$ cat src/sv/lav_pkg.sv
// ----------------------------------------------------------------------------
// lav_pkg
// shared types, constants and row codes of the look-at view matrix block
// ----------------------------------------------------------------------------
package lav_pkg;

   localparam int FRAC_BITS_DEF = 16;

   // matrix row codes
   localparam logic [1:0] ROW_RIGHT = 2'd0;
   localparam logic [1:0] ROW_UP    = 2'd1;
   localparam logic [1:0] ROW_BACK  = 2'd2;

   typedef struct packed {
      logic signed [31:0] eye_x;
      logic signed [31:0] eye_y;
      logic signed [31:0] eye_z;
      logic signed [31:0] target_x;
      logic signed [31:0] target_y;
      logic signed [31:0] target_z;
      logic signed [31:0] up_x;
      logic signed [31:0] up_y;
      logic signed [31:0] up_z;
   } req_type;

   typedef struct packed {
      logic        [1:0]  row_index;
      logic signed [31:0] col0;
      logic signed [31:0] col1;
      logic signed [31:0] col2;
      logic signed [31:0] shift;
      logic               degenerate;
      logic               last_row;
   } rsp_type;

   typedef struct packed {
      logic signed [31:0] col0;
      logic signed [31:0] col1;
      logic signed [31:0] col2;
      logic signed [31:0] shift;
   } row_data_type;

   typedef struct packed {
      row_data_type [2:0] rows;
      logic               degenerate;
   } row_set_type;

endpackage

$ cat src/sv/lav_rows.sv
// ----------------------------------------------------------------------------
// lav_rows
// output register that sends one finished matrix as three row items
// ----------------------------------------------------------------------------
module lav_rows import lav_pkg::*; (
   input  logic        clock,
   input  logic        reset,
   input  logic        in_valid,
   input  row_set_type in_set,
   output logic        in_ready,
   output logic        rsp_valid,
   input  logic        rsp_stall,
   output rsp_type     rsp_data
);

   logic        hold_ff;
   logic        hold_in;
   logic [1:0]  cnt_ff;
   logic [1:0]  cnt_in;
   row_set_type set_ff;
   logic        take;
   row_data_type cur;

   assign take     = hold_ff && !rsp_stall;
   assign in_ready = !hold_ff || (take && cnt_ff == ROW_BACK);

   always_comb begin
      hold_in = hold_ff;
      cnt_in  = cnt_ff;
      if (in_ready) begin
         hold_in = in_valid;
         cnt_in  = ROW_RIGHT;
      end else if (take) begin
         cnt_in = cnt_ff + 2'd1;
      end
   end

   always_ff @(posedge clock) begin
      if (reset) begin
         hold_ff <= 1'b0;
         cnt_ff  <= ROW_RIGHT;
      end else begin
         hold_ff <= hold_in;
         cnt_ff  <= cnt_in;
      end
      if (in_ready && in_valid) begin
         set_ff <= in_set;
      end
   end

   always_comb begin
      case (cnt_ff)
         ROW_RIGHT: cur = set_ff.rows[0];
         ROW_UP:    cur = set_ff.rows[1];
         default:   cur = set_ff.rows[2];
      endcase
      rsp_data.row_index  = cnt_ff;
      rsp_data.col0       = cur.col0;
      rsp_data.col1       = cur.col1;
      rsp_data.col2       = cur.col2;
      rsp_data.shift      = cur.shift;
      rsp_data.degenerate = set_ff.degenerate;
      rsp_data.last_row   = (cnt_ff == ROW_BACK);
   end

   assign rsp_valid = hold_ff;

endmodule

$ cat config.mk
export PLATFORM = sky130hd
export DESIGN_NAME = lav_rows
export DESIGN_NICKNAME = d
export VERILOG_FILES = /design/src/sv/lav_pkg.sv /design/src/sv/lav_rows.sv
export SDC_FILE = /design/constraint.sdc
export NUM_CORES = 1
export LEC_CHECK = 0
export ABC_CLOCK_PERIOD_IN_PS = 15300
export BUFFER_PORTS_ARGS = -buffer_cell sky130_fd_sc_hd__buf_2
export CORE_MARGIN = 2
export CORE_UTILIZATION = 26
export CTS_BUF_LIST = sky130_fd_sc_hd__clkbuf_16
export DETAILED_ROUTE_END_ITERATION = 6
export PLACE_DENSITY_LB_ADDON = 0.08
export REMOVE_ABC_BUFFERS = 1
export SYNTH_ARGS = -nofsm -noshare
export SYNTH_HDL_FRONTEND = slang
export SYNTH_SLANG_ARGS = --single-unit
export TNS_END_PERCENT = 20
$ cat constraint.sdc
create_clock -name clock -period 15.3 [get_ports clock]
set_clock_uncertainty 0.1 [all_clocks]
set_input_delay 1.53 -clock clock [delete_from_list [all_inputs] [get_ports clock]]
set_output_delay 1.53 -clock clock [all_outputs]
set_load 0.01 [all_outputs]
==> qor.yml <==
outcome: "completed"
io_pins: 523
grt_first_pass_wirelength_um: 60700
relSlewSlack: 0.250
grt_max_degree: 172
grt-ovfl-total: 0
yosysSeqAreaShare: 0.797
die_h_um: 241
die-area_um2: 58000
grt_usage: 0.144
clock_path_buffers: 3
tns_ns: 0
timing.max_cap.violations: 0
cts_tree: "built"
synthTopCellsByCount: "edfxtp_1, nand2_2, a22oi_1"
ant_nets: 0
power.density_nw_per_um2: 131
dr.pass1.iters: 4
cts_setup_buffers: 0
clockRootBuffer: "clkbuf_16"
ys_ff_latch: 388
drt-initial-drc-count: 457
cts.clk_slew.worst_paths_ns: 0.06
vias: 8993
rows: 86
fmax_ghz: 0.193
syn-instance-count: 833
synth_top_area_share: 0.793
wirelength_um: 43200
ys.flop_type: "edfxtp_1"
setup_viol: 0
grt_pass1_vias: 9483
crit_required_ns: 13.67
numPlacedInstances: 2070
syn_avg_cell_area_um2: 17.5
hold_buffers: 0
crit_fanout: 66
ys_async_sr_fraction: 0
cts_num_sinks: 388
path_common_cell: "buf_4"
post_synth_main_area_contributors: "edfxtp_1, nand2_2, a22oi_1"
end_kind: "primary output"
clk_latency_ns: 0.56
post_dp_cell_area_um2: 17800
hold_ws_ns: 0.403
worst_slew_pin_slew_ns: 1.12
crit_family: "buffers and inverters"
drc: 0
period_share: 0.339
fin_cells: 2164
synthesis.area_um2: 14600
worstPathArrival_ns: 3.56
ir_drop_uv: 75.8
fillCellCount: 5578
wl_per_cell_um: 19.9
numCtsBuffers: 46
finalWorstSetupSlack_ns: 10.11
finalCriticalPeriod_ns: 5.19
floorplan.initialDensity: 0.264
synth_most_common_cell: "edfxtp_1"
layout-drive-gt1-share: 0.568
htree_levels: 2
dp_hpwl_um: 29300
critPathMaxStageDelay_ns: 0.81
path_cells: "inv_1, ha_4, buf_4, buf_4, a22oi_1, nand2_2, buf_2"
cp_num_buf_inv: 4
place_ws_ns: 10.17
core_area_um2: 55300
antenna_found_initial: 22
yosysWarnings: 0
final_nets: 1762
yosysUniqueCellTypes: 19
port_buffers: 522
die_w_um: 241
viasPerCell: 4.16
power_leakage_uw: 0.00775
gp_congestion: 0.770
hold_class: "reg2reg"
critical_path_class: "reg2out"
rsz0062_at_grt: "no"
finalHoldViolations: 0
slew_viol_final: 0
fin_area_um2: 19300
cp-start-kind: "flop"
synth_enable_flop_cells: 385
post_cts_resized: 0
yosys.area.top_type: "edfxtp_1"
slowest_stage: "buf_4"
syn2layout_area_growth_pct: 32.6
-- path summary, 6_finish.rpt --
check	startpoint	endpoint	slack (ns)	cells after the start
max	cnt_ff[0]	rsp_data[84]	10.11	7
min	rsp_valid	cnt_ff[0]	0.40	2
max reg2reg	cnt_ff[0]	set_ff[351]	11.09	7
min reg2reg	rsp_valid	cnt_ff[0]	0.40	2
-- placed cells by master, fill, tap and decap left out, drive strengths merged, types with 3 or more instances in the layout --
master,count
bufinv,4
a21oi,3
clkbuf,49
buf,532
a22oi,128
dfxtp,3
inv,16
nor2,3
clkinv,15
ha,3
clkinvlp,3
diode,11
nand2,256
edfxtp,385
-- cells by family (layout without fill, tap and decap cells) --
kind of cell    after synthesis  count (layout)  synth area share
flops                       388             388             0.797
fa+ha+maj                     3               3           0.00257
buf+inv                      47             619            0.0300
other cells                   0              11                 0
compound gates              132             132            0.0673
simple gates                263             263             0.103
-- power breakdown --
part | switching, µW | total (µW) | internal (µW) | leakage (µW)
clock network | 432 | 1070 | 641 | 0.000759
registers | 16.4 | 1260 | 1240 | 0.00369
logic | 118 | 199 | 80.3 | 0.00330
-- metrics by stage --
| step | utilization | total power [µW] |
|---|---|---|
| floorplan | - | 1390 |
| global placement | 0.322 | 1480 |
| detailed placement | 0.322 | 1490 |
| CTS | 0.349 | 2580 |
| global route | 0.349 | 2640 |
| finish | 0.350 | 2530 |
-- sequential cells by signal, indices dropped and copies added (netlist names) --
| signal | flops |
|---|---|
| rsp_valid | 1 |
| cnt_ff | 2 |
| set_ff | 384 |
| rsp_data | 1 |
-- metal layers --
| layer | wire length [µm] | vias to the layer above | track usage |
|---|---|---|---|
| met4 | 977 | 22 | 0.0455 |
| met1 | 16900 | 4325 | 0.167 |
| li1 | - | 4247 | - |
| met2 | 20900 | 315 | 0.238 |
| met5 | 146 | - | 0 |
| met3 | 4260 | 84 | 0.0634 |
-- final cells by class --
class	instances	area (µm²)	share of cell area
sequential	388	11600	0.601
timing repair buffer	532	2700	0.140
multi-input combinational	398	2550	0.132
clock buffer	49	1230	0.0634
tap	748	936	0.0484
clock inverter	34	255	0.0132
antenna	11	27.5	0.00142
inverter	4	15.0	0.000777
-- worst min-delay path: stages, from the launching register on --
cell      delay (ns)
dfxtp_1         0.32
nand2b_1        0.09
nor2_1          0.05
Note: power is estimated with default switching activity, not from simulation.
